$ cat src/rtl/gpbq_pkg.sv
package gpbq_pkg;

    localparam int unsigned MAP_CELLS = 65536;
    localparam int unsigned MAX_DIM   = 4096;

    localparam int ADDR_W = $clog2(MAP_CELLS);
    localparam int IDX_W  = $clog2(MAX_DIM);
    localparam int DIM_W  = $clog2(MAX_DIM + 1);
    localparam int OFF_W  = IDX_W + DIM_W;

    localparam int DIFF_W = 33;
    localparam int PROD_W = 65;
    localparam int SUM_W  = 66;
    localparam int POS_W  = 34;

    localparam logic signed [7:0] UNKNOWN_CELL = -8'sd1;

    typedef enum logic [2:0] {
        CFG_ORIGIN_X         = 3'd0,
        CFG_ORIGIN_Y         = 3'd1,
        CFG_SCALED_COS       = 3'd2,
        CFG_SCALED_SIN       = 3'd3,
        CFG_MAP_ROWS         = 3'd4,
        CFG_MAP_COLS         = 3'd5,
        CFG_BLOCK_LEVEL      = 3'd6,
        CFG_UNKNOWN_OBSTACLE = 3'd7
    } cfg_reg_t;

    typedef struct packed {
        logic signed [31:0] origin_x;
        logic signed [31:0] origin_y;
        logic signed [31:0] scaled_cos;
        logic signed [31:0] scaled_sin;
        logic [12:0]        map_rows;
        logic [12:0]        map_cols;
        logic [6:0]         block_level;
        logic               unknown_blocked;
    } cfg_t;

    typedef struct packed {
        logic               opcode;
        logic signed [31:0] point_x;
        logic signed [31:0] point_y;
        logic [15:0]        cell_address;
        logic signed [7:0]  cell_value;
    } in_item_t;

    typedef struct packed {
        logic               opcode;
        logic [15:0]        cell_address;
        logic signed [7:0]  cell_value;
    } wr_t;

    typedef struct packed {
        wr_t                     wr;
        logic signed [POS_W-1:0] row;
        logic signed [POS_W-1:0] col;
    } grid_item_t;

    typedef struct packed {
        logic               opcode;
        logic               hit;
        logic [ADDR_W-1:0]  mem_addr;
        logic signed [7:0]  cell_value;
        logic               in_grid;
        logic signed [15:0] row;
        logic signed [15:0] col;
    } cell_item_t;

endpackage

$ cat src/rtl/gpbq_index.sv
module gpbq_index (
    input  logic                  aclk,
    input  logic                  aresetn,
    input  gpbq_pkg::cfg_t        cfg,
    input  logic                  in_valid,
    output logic                  in_ready,
    input  gpbq_pkg::grid_item_t  in_item,
    output logic                  out_valid,
    input  logic                  out_ready,
    output gpbq_pkg::cell_item_t  out_item
);

    function automatic logic signed [15:0] sat16(input logic signed [gpbq_pkg::POS_W-1:0] v);
        logic signed [15:0] r;
        if (v > 34'sd32767) begin
            r = 16'sh7FFF;
        end else if (v < -34'sd32768) begin
            r = 16'sh8000;
        end else begin
            r = v[15:0];
        end
        return r;
    endfunction

    logic v4_reg, v5_reg;
    logic adv4, adv5;

    logic [gpbq_pkg::DIM_W-1:0] rows_eff, cols_eff;
    logic in_grid;

    gpbq_pkg::wr_t              wr4_reg;
    logic                       inside4_reg;
    logic [gpbq_pkg::IDX_W-1:0] row_idx4_reg, col_idx4_reg;
    logic signed [15:0]         row4_reg, col4_reg;

    logic [gpbq_pkg::OFF_W-1:0] offset;
    logic                       hit;
    logic [gpbq_pkg::ADDR_W-1:0] mem_addr;

    gpbq_pkg::cell_item_t item5_reg;

    assign adv5     = !v5_reg || out_ready;
    assign adv4     = !v4_reg || adv5;
    assign in_ready = adv4;

    always_ff @(posedge aclk) begin
        if (!aresetn) begin
            v4_reg <= 1'b0;
            v5_reg <= 1'b0;
        end else begin
            if (adv4) v4_reg <= in_valid;
            if (adv5) v5_reg <= v4_reg;
        end
    end

    assign rows_eff = (32'(cfg.map_rows) > gpbq_pkg::MAX_DIM) ?
                      gpbq_pkg::DIM_W'(gpbq_pkg::MAX_DIM) : gpbq_pkg::DIM_W'(cfg.map_rows);
    assign cols_eff = (32'(cfg.map_cols) > gpbq_pkg::MAX_DIM) ?
                      gpbq_pkg::DIM_W'(gpbq_pkg::MAX_DIM) : gpbq_pkg::DIM_W'(cfg.map_cols);

    assign in_grid = !in_item.row[gpbq_pkg::POS_W-1] && !in_item.col[gpbq_pkg::POS_W-1]
                  && ($unsigned(in_item.row) < gpbq_pkg::POS_W'(rows_eff))
                  && ($unsigned(in_item.col) < gpbq_pkg::POS_W'(cols_eff));

    always_ff @(posedge aclk) begin
        if (adv4) begin
            wr4_reg      <= in_item.wr;
            inside4_reg  <= in_grid;
            row_idx4_reg <= in_item.row[gpbq_pkg::IDX_W-1:0];
            col_idx4_reg <= in_item.col[gpbq_pkg::IDX_W-1:0];
            row4_reg     <= sat16(in_item.row);
            col4_reg     <= sat16(in_item.col);
        end
    end

    assign offset = gpbq_pkg::OFF_W'(row_idx4_reg) * gpbq_pkg::OFF_W'(cols_eff)
                  + gpbq_pkg::OFF_W'(col_idx4_reg);

    always_comb begin
        if (wr4_reg.opcode) begin
            hit      = 32'(wr4_reg.cell_address) < gpbq_pkg::MAP_CELLS;
            mem_addr = gpbq_pkg::ADDR_W'(wr4_reg.cell_address);
        end else begin
            hit      = inside4_reg && (32'(offset) < gpbq_pkg::MAP_CELLS);
            mem_addr = gpbq_pkg::ADDR_W'(offset);
        end
    end

    always_ff @(posedge aclk) begin
        if (adv5) begin
            item5_reg.opcode     <= wr4_reg.opcode;
            item5_reg.hit        <= hit;
            item5_reg.mem_addr   <= mem_addr;
            item5_reg.cell_value <= wr4_reg.cell_value;
            item5_reg.in_grid    <= inside4_reg;
            item5_reg.row        <= row4_reg;
            item5_reg.col        <= col4_reg;
        end
    end

    assign out_valid = v5_reg;
    assign out_item  = item5_reg;

endmodule

$ cat config.mk
export PLATFORM = sky130hd
export DESIGN_NAME = gpbq_index
export DESIGN_NICKNAME = d
export VERILOG_FILES = /design/src/rtl/gpbq_pkg.sv /design/src/rtl/gpbq_index.sv
export SDC_FILE = /design/constraint.sdc
export NUM_CORES = 1
export LEC_CHECK = 0
export BUFFER_PORTS_ARGS = -buffer_cell sky130_fd_sc_hd__buf_2
export CORE_UTILIZATION = 35
export DETAILED_ROUTE_END_ITERATION = 6
export PLACE_DENSITY = 0.63
export SYNTH_ARGS = -nofsm -noshare
export SYNTH_HDL_FRONTEND = slang
export SYNTH_SLANG_ARGS = --single-unit
$ cat constraint.sdc
create_clock -name aclk -period 7.9 [get_ports aclk]
set_input_delay 1.975 -clock aclk [delete_from_list [all_inputs] [get_ports aclk]]
set_output_delay 1.975 -clock aclk [all_outputs]
set_load 0.005 [all_outputs]
# Word level (Yosys, flattened, before mapping)
# Index checks and enable logic that the tools add are counted.
[totals] ff_bits=143 input_bits=259
[classes] n_mul=1 reduce_logical=10 add_sub_neg=1 muxes=5 magnitude_cmp=9
[ops] cell="> comparator 34 x 16 -> 1 bit (second input constant)" n=2
[ops] cell="< comparator 34 x 13 -> 1 bit" n=2
[ops] cell="< comparator 34 x 16 -> 1 bit (second input constant)" n=2
[ops] cell="two-way mux 16 bit" n=3
[ops] cell="> comparator 13 bit (second input constant)" n=2
[ops] cell="two-way mux 13 bit" n=2
[ops] cell="adder 25 x 12 -> 25 bit" n=1
[ops] cell="< comparator 25 x 17 -> 1 bit (second input constant)" n=1
[ops] cell="multiplier 12 x 13 -> 25 bit" n=1
[ops] cell="logical AND 1 bit" n=4
[ops] cell="zero test 1 bit" n=4
[ops] cell="logical OR 1 bit" n=2

# Depth between registers and ports, before layout
# Gate-level depths: netlist of run 1.
[logic_depth] ltp_word=6 mapped_depth=24 mapped_depth_nobuf=21

# Worst setup path after synthesis of run 1
# Ideal clock, no wire load.
[synth_path] path_type="input-to-reg" startpoint="input cfg[20] in the netlist's numbering" endpoint="register item5_reg, in the netlist out_item[57] (data pin)" arrival_ps=7088 stages=21 path_slack_ps=668 required_ps=7756 cell_sequence="clkbuf_1 > nor2b_1 > clkbuf_1 > nand2_1 > fa_1 > fa_1 > inv_1 > fa_1 > fa_1 > inv_1 > fa_1 > inv_1 > ha_1 > a21oi_1 > nand3_1 > a311oi_1 > o31ai_2 > a31oi_1 > mux2i_1 > o2111ai_1 > o21bai_2"
[synth_via] elab_chain_len=6
[synth_lines] element="from (decl)" line="gpbq_index.sv:4" rtl="input gpbq_pkg::cfg_t cfg,"
[synth_lines] element="> comparator 13 bit" line="gpbq_index.sv:58" rtl="assign cols_eff = (32'(cfg.map_cols) > gpbq_pkg::MAX_DIM) ?"
[synth_lines] element="two-way mux 13 bit *" line="gpbq_index.sv:58"
[synth_lines] element="multiplier 12 x 13 -> 25 bit *" line="gpbq_index.sv:76" rtl="assign offset = gpbq_pkg::OFF_W'(row_idx4_reg) * gpbq_pkg::OFF_W'(cols_eff)"
[synth_lines] element="adder 25 x 12 -> 25 bit *" line="gpbq_index.sv:77" rtl="+ gpbq_pkg::OFF_W'(col_idx4_reg);"
[synth_lines] element="< comparator 25 x 17 -> 1 bit *" line="gpbq_index.sv:84" rtl="hit = inside4_reg && (32'(offset) < gpbq_pkg::MAP_CELLS);"
[synth_lines] element="logical AND 1 bit *" line="gpbq_index.sv:84"
[synth_lines] element="to (decl)" line="gpbq_index.sv:40" rtl="gpbq_pkg::cell_item_t item5_reg;"
# Mark *: on every way between the ends. The rest lies on a longest branch, timed or not.
# A chain may end at the register's enable or synchronous reset.

# Worst setup path in the final report of run 1
# Ends and elaborated chain as after synthesis.

==> reports/metrics.csv, run 1 <==
stage;metric;value;unit
run_status;status;complete, no violations;
placement;dp.cells;1686;
placement;dp_hpwl;20400;um
detailed_routing;vias;8104;
final_layout;nFillCells;3034;
die;start_util;35.9;%
placement;pre_cts_ws;0.250;ns
detailed_routing;drt_iter0_markers;376;
synth;yosysSeqAreaShare;37.4;%
synth;synth_cell_types;61;
worst_setup_path;critical_path.max_stage_delay;0.53;ns
global_route;track_usage;15.6;%
placement;gp_congestion;0.881;
detailed_routing;drt_pre_antenna_iters;5;
synth;synth_area_leader_cell;edfxtp_1;
detailed_routing;ant_nets;0;
synth;syn_avg_cell_area;10.9;sq um
cts;cts_hold_buf;0;
global_route;gr-total-overflow;0;
final_layout;layout-drive-gt1-share;22.4;%
final_layout;largest_reg_flops;59;
worst_setup_path;path_class;input pin to flip-flop;
final_layout;final_cells;1718;
cts;cts-root-buf;clkbuf_16;
cts;cts.htree.levels;4;
final_layout;register_area;0.00427;sq mm
worst_setup_path;crit_path_end_kind;flip-flop;
final_layout;area_growth;20.5;%
synth;synth_area_leaders;edfxtp_1, fa_1, ha_1;
synth;postSynthCellCount;1052;
synth;async_flop_share;0;%
die;die_area;0.0333;sq mm
final_layout;multi_input_area;0.00627;sq mm
sta;finalMaxSlewViolations;0;
sta;fin_tns_setup;0;ns
final_layout;final_cell_area;0.0138;sq mm
synth;yosysWarnings;0;
die;core-area;0.0318;sq mm
die;die_x;183;um
cts;cts_resized;0;
detailed_routing;drc;0;
worst_setup_path;cp_slowest_cell;fa_1;
sta;worst_slew_pin_slew;1.21;ns
detailed_routing;avgRoutedWirePerCell;14.6;um
global_route;grt_max_degree;62;
sta;final.period_utilization;91.0;%
cts;post_cts_buffers;0;
worst_setup_path;cp-start-kind;input pin;
worst_setup_path;cp_cell_sequence;buf_2, buf_4, nor2b_1, buf_4, nand2_1, fa_1, fa_1, fa_1, inv_1, fa_1, inv_1, fa_1, inv_1, ha_1, a21oi_1, o21ai_0, buf_4, o2111a_1, a2111o_1, nor2_1, o2111ai_1, o21bai_2;
hold_path;min_path_type;flip-flop to flip-flop;
sta;hold-worst-slack;0.415;ns
sta;period_minus_slack;7.19;ns
sta;rsz0062_at_grt;no;
cts;cts.reportedPaths.clkPinSlew;0.06;ns
sta;slew_headroom;19.3;%
final_layout;finalNetCount;1745;
worst_setup_path;cp_common_cell;fa_1;
die;pin_count;320;
power_and_ir_drop;ir_drop;147;uV
synth;synth_top_area_share;37.1;%
hold_path;whs_path_depth;0;
final_layout;diodes;0;
cts;cts.path.max_buffers;2;
worst_setup_path;crit_arrival;7.47;ns
cts;cts_tree;built;
synth;ys.flop_type;edfxtp_1;
detailed_routing;wirelength;25100;um
placement;place_area;0.0132;sq mm
run;max-cap-violations;0;
global_route;grt_pass1_vias;8352;
sta;clock_skew;0.0119;ns
worst_setup_path;ff2ff_path_depth;19;
cts;cts_sinks;143;
synth;ys_top_cells_by_count;inv_1, nand2_1, edfxtp_1, fa_1, ha_1;
detailed_routing;viasPerCell;4.72;
die;dieHeight;183;um
cts;cts_made_buffers;17;
sta;hold_viol;0;
sta;fmax;139;MHz
worst_setup_path;cp_max_fo;9;
cts;clock_latency;0.43;ns
placement;port_buffers;183;
global_route;antenna_found_initial;2;
synth;synth_edf_count;141;
synth;synthesis.nets;1527;
sta;setup_ws;0.712;ns
global_route;grt_pass1_wl;41400;um
die;core.rowCount;65;
worst_setup_path;crit_required;8.19;ns
power_and_ir_drop;power_leakage;6.43;nW
power_and_ir_drop;p_per_area;252;mW/mm^2
synth;ys_ff_latch;143;
synth;yosys.cell_count.top_type;inv_1;
synth;synthesis.area;0.0114;sq mm
sta;setup_violations;0;
## worst max-delay path, delay by kind of cell
kind | cells | cell delay (ns)
fa+ha+maj | 6 | 2.80
compound gates | 6 | 1.22
buf+inv | 7 | 0.87
simple gates | 3 | 0.59
## report_power, final
| group | total, W | switching, W | leakage (nW) | internal [W] |
|---|---|---|---|---|
| Clock | 0.000813 | 0.000316 | 0.281 | 0.000497 |
| Combinational | 0.00169 | 0.000885 | 4.68 | 0.000805 |
| Sequential | 0.000964 | 0.0000322 | 1.47 | 0.000932 |
| Total | 0.00347 | 0.00123 | 6.43 | 0.00223 |
## final timing paths
check / start / to / slack, ns
max: cfg[20] / out_item[57] / 0.71
min: col4_reg[15] / out_item[15] / 0.41
max reg2reg: row_idx4_reg[11] / out_item[57] / 2.25
min reg2reg: col4_reg[15] / out_item[15] / 0.41
## final cells by class
class / count / area share (%)
inverter: 190 / 5.18
clock inverter: 13 / 1.20
sequential: 143 / 31.1
multi-input combinational: 678 / 45.6
timing repair buffer: 240 / 9.86
tap: 435 / 3.96
clock buffer: 19 / 3.15
## routing by layer
| metal | wire length, um | GRT usage (%) |
|---|---|---|
| met1 | 11400 | 20.6 |
| met3 | 1610 | 4.41 |
| met2 | 11800 | 25.3 |
| met4 | 218 | 4.00 |
| met5 | 16 | 0 |
## per-stage QoR
| stage | total power, W | util, % |
|---|---|---|
| global route | 0.00376 | 43.3 |
| global placement | 0.00267 | 41.4 |
| CTS | 0.00351 | 43.3 |
| detailed placement | 0.00268 | 41.4 |
| finish | 0.00347 | 43.3 |
| floorplan | 0.00205 | - |
## cells in the final DEF (no fill, tap or decap), types with 3 or more instances in the layout
master	count
a2111oi_0	3
a211oi_1	5
a21boi_0	3
a21o_1	22
a21oi_1	23
a31oi_1	6
and2_1	74
and3_1	3
buf_2	183
buf_4	56
bufinv_16	3
clkbuf_16	17
clkinv_4	4
clkinvlp_4	3
edfxtp_1	141
fa_1	121
ha_1	95
inv_1	188
mux2_2	5
nand2_1	150
nand2b_1	5
nand3_1	5
nand4_1	15
nor2_1	12
nor2b_1	22
nor3_1	6
nor3b_1	3
nor4_1	13
o2111ai_1	5
o21a_1	4
o21ai_0	19
o21ai_1	3
or2_2	4
or4_1	4
xnor2_1	6
xor2_1	7
## cell families after synthesis
| group | count (synthesis) | share of synthesized area, % |
|---|---|---|
| DFF | 143 | 37.4 |
| buffers and inverters | 231 | 7.68 |
| adders and majority gates | 216 | 31.6 |
| xor gates and xnor gates | 14 | 1.14 |
| muxes | 6 | 0.581 |
| and+or+nand+nor | 323 | 14.2 |
| AOI/OAI and AO/OA | 119 | 7.33 |
Note: power is estimated with default switching activity, not from simulation.
==> run 2: changes to the inputs <==
- MAX_ROUTING_LAYER: unset -> met4
==> reports/metrics.csv, run 2 (synthesized netlist as in run 1, its figures left out) <==
stage;metric;value;unit
run_status;status;complete, no violations;
die;core.rowCount;65;
die;start_util;35.9;%
hold_path;min_path_type;flip-flop to flip-flop;
die;core-area;0.0318;sq mm
worst_setup_path;path_class;input pin to flip-flop;
final_layout;final_common_cell;inv_1;
die;pin_count;320;
sta;setup_ws;0.704;ns
run;max-cap-violations;0;
cts;cts_hold_buf;0;
final_layout;finalNetCount;1745;
detailed_routing;ant_nets;0;
power_and_ir_drop;power;0.00347;W
final_layout;final_cell_mix;inv_1, buf_2, nand2_1;
cts;cts-root-buf;clkbuf_16;
detailed_routing;drc;0;
cts;cts_sinks;143;
power_and_ir_drop;p_per_area;252;mW/mm^2
sta;clock_skew;0.0113;ns
detailed_routing;wirelength;25200;um
cts;cts_resized;0;
sta;hold_viol;0;
cts;cts_tree;built;
sta;fin_tns_setup;0;ns
final_layout;layout-drive-gt1-share;22.4;%
die;die_x;183;um
detailed_routing;viasPerCell;4.71;
cts;cts.htree.levels;4;
power_and_ir_drop;power_leakage;6.43;nW
final_layout;nFillCells;3034;
sta;period_minus_slack;7.20;ns
detailed_routing;avgRoutedWirePerCell;14.6;um
placement;gp_congestion;0.895;
sta;rsz0062_at_grt;no;
power_and_ir_drop;ir_drop;148;uV
detailed_routing;drt_iter0_markers;381;
placement;port_buffers;183;
global_route;grt_pass1_wl;41400;um
cts;clock_latency;0.43;ns
global_route;gr-total-overflow;0;
sta;setup_violations;0;
sta;worst_slew_pin_slew;1.22;ns
cts;post_cts_buffers;0;
final_layout;largest_reg_flops;59;
worst_setup_path;crit_required;8.19;ns
worst_setup_path;crit_arrival;7.48;ns
sta;finalMaxSlewViolations;0;
sta;slew_headroom;18.8;%
cts;cts.reportedPaths.clkPinSlew;0.06;ns
hold_path;min_from;col4_reg[15];
die;die_area;0.0333;sq mm
worst_setup_path;crit_path_end_kind;flip-flop;
detailed_routing;vias;8102;
placement;dp_hpwl;20400;um
worst_setup_path;cp-start-kind;input pin;
cts;cts.path.max_buffers;2;
placement;pre_cts_ws;0.250;ns
worst_setup_path;crit_path_start;cfg[20];
final_layout;area_growth;20.6;%
detailed_routing;drt_pre_antenna_iters;4;
die;dieHeight;183;um
global_route;grt_max_degree;62;
sta;fmax;139;MHz
final_layout;final_util;43.3;%
placement;place_area;0.0132;sq mm
worst_setup_path;cp_max_fo;9;
global_route;grt_pass1_vias;8363;
final_layout;final_cell_area;0.0138;sq mm
cts;cts_made_buffers;17;
sta;final.period_utilization;91.1;%
global_route;antenna_found_initial;2;
global_route;track_usage;16.1;%
worst_setup_path;r2r_start;row_idx4_reg[11];
-- run 2: cell count changes in the layout (fill, tap and decap cells not counted), sizes merged --
cell,before,now
diode,0,2
-- run 2: worst max-delay path, cell delays in order --
cell	delay (ns)
buf_2	0.14
buf_4	0.18
nor2b_1	0.37
buf_4	0.26
nand2_1	0.10
fa_1	0.46
fa_1	0.48
fa_1	0.49
inv_1	0.05
fa_1	0.53
inv_1	0.05
fa_1	0.52
inv_1	0.04
ha_1	0.32
a21oi_1	0.15
o21ai_0	0.12
buf_4	0.15
o2111a_1	0.27
a2111o_1	0.42
nor2_1	0.12
o2111ai_1	0.13
o21bai_2	0.13
-- run 2: layout make-up --
| class | count | area [sq um] | area share (%) |
|---|---|---|---|
| antenna | 2 | 5.00 | 0.0364 |
| sequential | 143 | 4270 | 31.1 |
| clock inverter | 13 | 165 | 1.20 |
| multi-input combinational | 678 | 6270 | 45.6 |
| clock buffer | 19 | 433 | 3.15 |
| tap | 435 | 544 | 3.95 |
| inverter | 190 | 713 | 5.18 |
| timing repair buffer | 240 | 1360 | 9.86 |
-- run 2: power breakdown --
part / switching (W) / internal (W)
Combinational: 0.000886 / 0.000805
Clock: 0.000316 / 0.000497
Sequential: 0.0000324 / 0.000932
Total: 0.00123 / 0.00223
-- run 2: final timing paths --
kind | end | slack (ns) | depth (start not counted)
max | out_item[57] | 0.70 | 22
min | out_item[15] | 0.41 | 0
max reg2reg | out_item[57] | 2.25 | 19
min reg2reg | out_item[15] | 0.41 | 0
-- run 2: metrics by stage --
step                instances  hold WS (ns)
finish                   1720         0.413
global route             1720         0.419
CTS                      1718         0.417
detailed placement       1686         0.405
global placement         1686         0.401
floorplan                1052         0.400
-- run 2: layer usage --
layer  global-route usage, %  wire length, um  up-vias
met2                    25.3            11800      218
li1                        -                -     3905
met4                    4.00              228        0
met1                    20.8            11500     3956
met3                    4.17             1590       23
met5                       -                0        -
==> run 3: changes to the inputs <==
- RECOVER_POWER: unset -> 50
- SLEW_MARGIN: unset -> 20
==> reports/metrics.csv, run 3 (synthesized netlist as in run 1, its figures left out) <==
stage;metric;value;unit
die;pin_count;320;
global_route;gr-total-overflow;0;
sta;slew_headroom;15.3;%
sta;worst_slew_pin_slew;1.27;ns
die;die_x;183;um
die;dieHeight;183;um
power_and_ir_drop;internal_power;0.00223;W
final_layout;largest_reg_flops;59;
global_route;grt_pass1_vias;8399;
power_and_ir_drop;seqPwrFrac;27.9;%
detailed_routing;avgRoutedWirePerCell;14.6;um
sta;fmax;139;MHz
worst_setup_path;crit_required;8.18;ns
detailed_routing;vias;8025;
global_route;antenna_found_initial;0;
worst_setup_path;cp-start-kind;input pin;
sta;clock_skew;0.0149;ns
sta;finalMaxSlewViolations;0;
die;core.rowCount;65;
cts;cts_resized;0;
final_layout;final_cell_mix;inv_1, nand2_1, edfxtp_1;
power_and_ir_drop;power_frac_comb;48.6;%
detailed_routing;ant_nets;0;
global_route;grt_pass1_wl;41200;um
cts;cts.htree.levels;4;
cts;post_cts_buffers;0;
final_layout;final_cell_area;0.0137;sq mm
placement;dp_hpwl;20400;um
sta;period_minus_slack;7.18;ns
run_status;status;complete, no violations;
placement;gp_congestion;0.895;
final_layout;layout-drive-gt1-share;18.9;%
worst_setup_path;crit_path_end_kind;flip-flop;
power_and_ir_drop;power.switching;0.00123;W
detailed_routing;wirelength;25100;um
cts;clock_latency;0.43;ns
power_and_ir_drop;p_per_area;252;mW/mm^2
cts;cts_sinks;143;
die;die_area;0.0333;sq mm
global_route;track_usage;16.1;%
cts;cts_tree;built;
final_layout;area_growth;20.0;%
cts;cts_made_buffers;17;
cts;cts-root-buf;clkbuf_16;
cts;cts.path.max_buffers;2;
power_and_ir_drop;power_leakage;6.30;nW
placement;port_buffers;183;
die;core-area;0.0318;sq mm
detailed_routing;drt_pre_antenna_iters;5;
sta;fin_tns_setup;0;ns
die;start_util;35.9;%
power_and_ir_drop;ir_drop;146;uV
run;max-cap-violations;0;
sta;final.period_utilization;90.8;%
detailed_routing;viasPerCell;4.67;
worst_setup_path;cp_max_fo;9;
worst_setup_path;path_class;input pin to flip-flop;
detailed_routing;drc;0;
worst_setup_path;crit_arrival;7.45;ns
sta;hold_viol;0;
placement;place_area;0.0132;sq mm
hold_path;min_path_type;flip-flop to flip-flop;
sta;rsz0062_at_grt;no;
final_layout;finalNetCount;1745;
cts;cts.reportedPaths.clkPinSlew;0.06;ns
final_layout;final_common_cell;inv_1;
global_route;grt_max_degree;62;
cts;cts_hold_buf;0;
power_and_ir_drop;clock_power_share;23.6;%
power_and_ir_drop;sw_frac_of_total;35.6;%
detailed_routing;drt_iter0_markers;341;
sta;setup_violations;0;
-- run 3: worst max-delay path: stages --
cell and delay, ns:
buf_2 0.14, buf_4 0.18, nor2b_1 0.38, buf_4 0.26, nand2_1 0.10, fa_1 0.46, fa_1 0.47, fa_1 0.49
inv_1 0.05, fa_1 0.52, inv_1 0.05, fa_1 0.52, inv_1 0.04, ha_1 0.32, a21oi_1 0.15, o21ai_0 0.12
buf_4 0.15, o2111a_1 0.27, a2111o_1 0.42, nor2_1 0.12, o2111ai_1 0.13, o21bai_2 0.13
-- run 3: path summary, 6_finish.rpt --
kind                                        from           end  slack (ns)  cells past startpoint
worst max-delay path                     cfg[20]  out_item[57]        0.72                     22
worst min-delay path                col4_reg[15]  out_item[15]        0.41                      0
worst max register to register  row_idx4_reg[11]  out_item[57]        2.23                     19
worst min register to register      col4_reg[15]  out_item[15]        0.41                      0
-- run 3: layout make-up --
type | instances | area (sq um)
antenna | 1 | 2.50
clock buffer | 19 | 433
clock inverter | 13 | 165
fill | 3042 | 18100
inverter | 190 | 713
multi-input combinational | 678 | 6270
sequential | 143 | 4270
tap | 435 | 544
timing repair buffer | 240 | 1300
-- run 3: power by group through the flow --
stage / sequential, W / combinational, W / clock, W
CTS: 0.000964 / 0.00171 / 0.000836
global placement: 0.000977 / 0.00169 / 0
global route: 0.000972 / 0.00191 / 0.000866
floorplan: 0.000974 / 0.00107 / 0
detailed placement: 0.000980 / 0.00170 / 0
finish: 0.000964 / 0.00168 / 0.000815
-- run 3: per-layer routing --
layer / up-vias / global-route usage [%] / share of wire [%]
met4: 0 / 3.66 / 0.85
met1: 3893 / 20.7 / 46
met3: 20 / 4.49 / 6.5
li1: 3913 / - / -
met2: 199 / 25.2 / 47
met5: - / - / 0
-- run 3: metrics by stage --
| step | instances | util [%] | total power (W) | setup WS [ns] | hold slack (ns) |
|---|---|---|---|---|---|
| after floorplan | 1052 | - | 0.00205 | 0.668 | 0.400 |
| after global placement | 1686 | 41.4 | 0.00267 | 0.255 | 0.401 |
| after detailed placement | 1686 | 41.4 | 0.00268 | 0.274 | 0.405 |
| after CTS | 1718 | 43.3 | 0.00351 | 0.721 | 0.416 |
| after global routing | 1718 | 43.1 | 0.00375 | 0.442 | 0.420 |
| final | 1719 | 43.1 | 0.00346 | 0.724 | 0.413 |
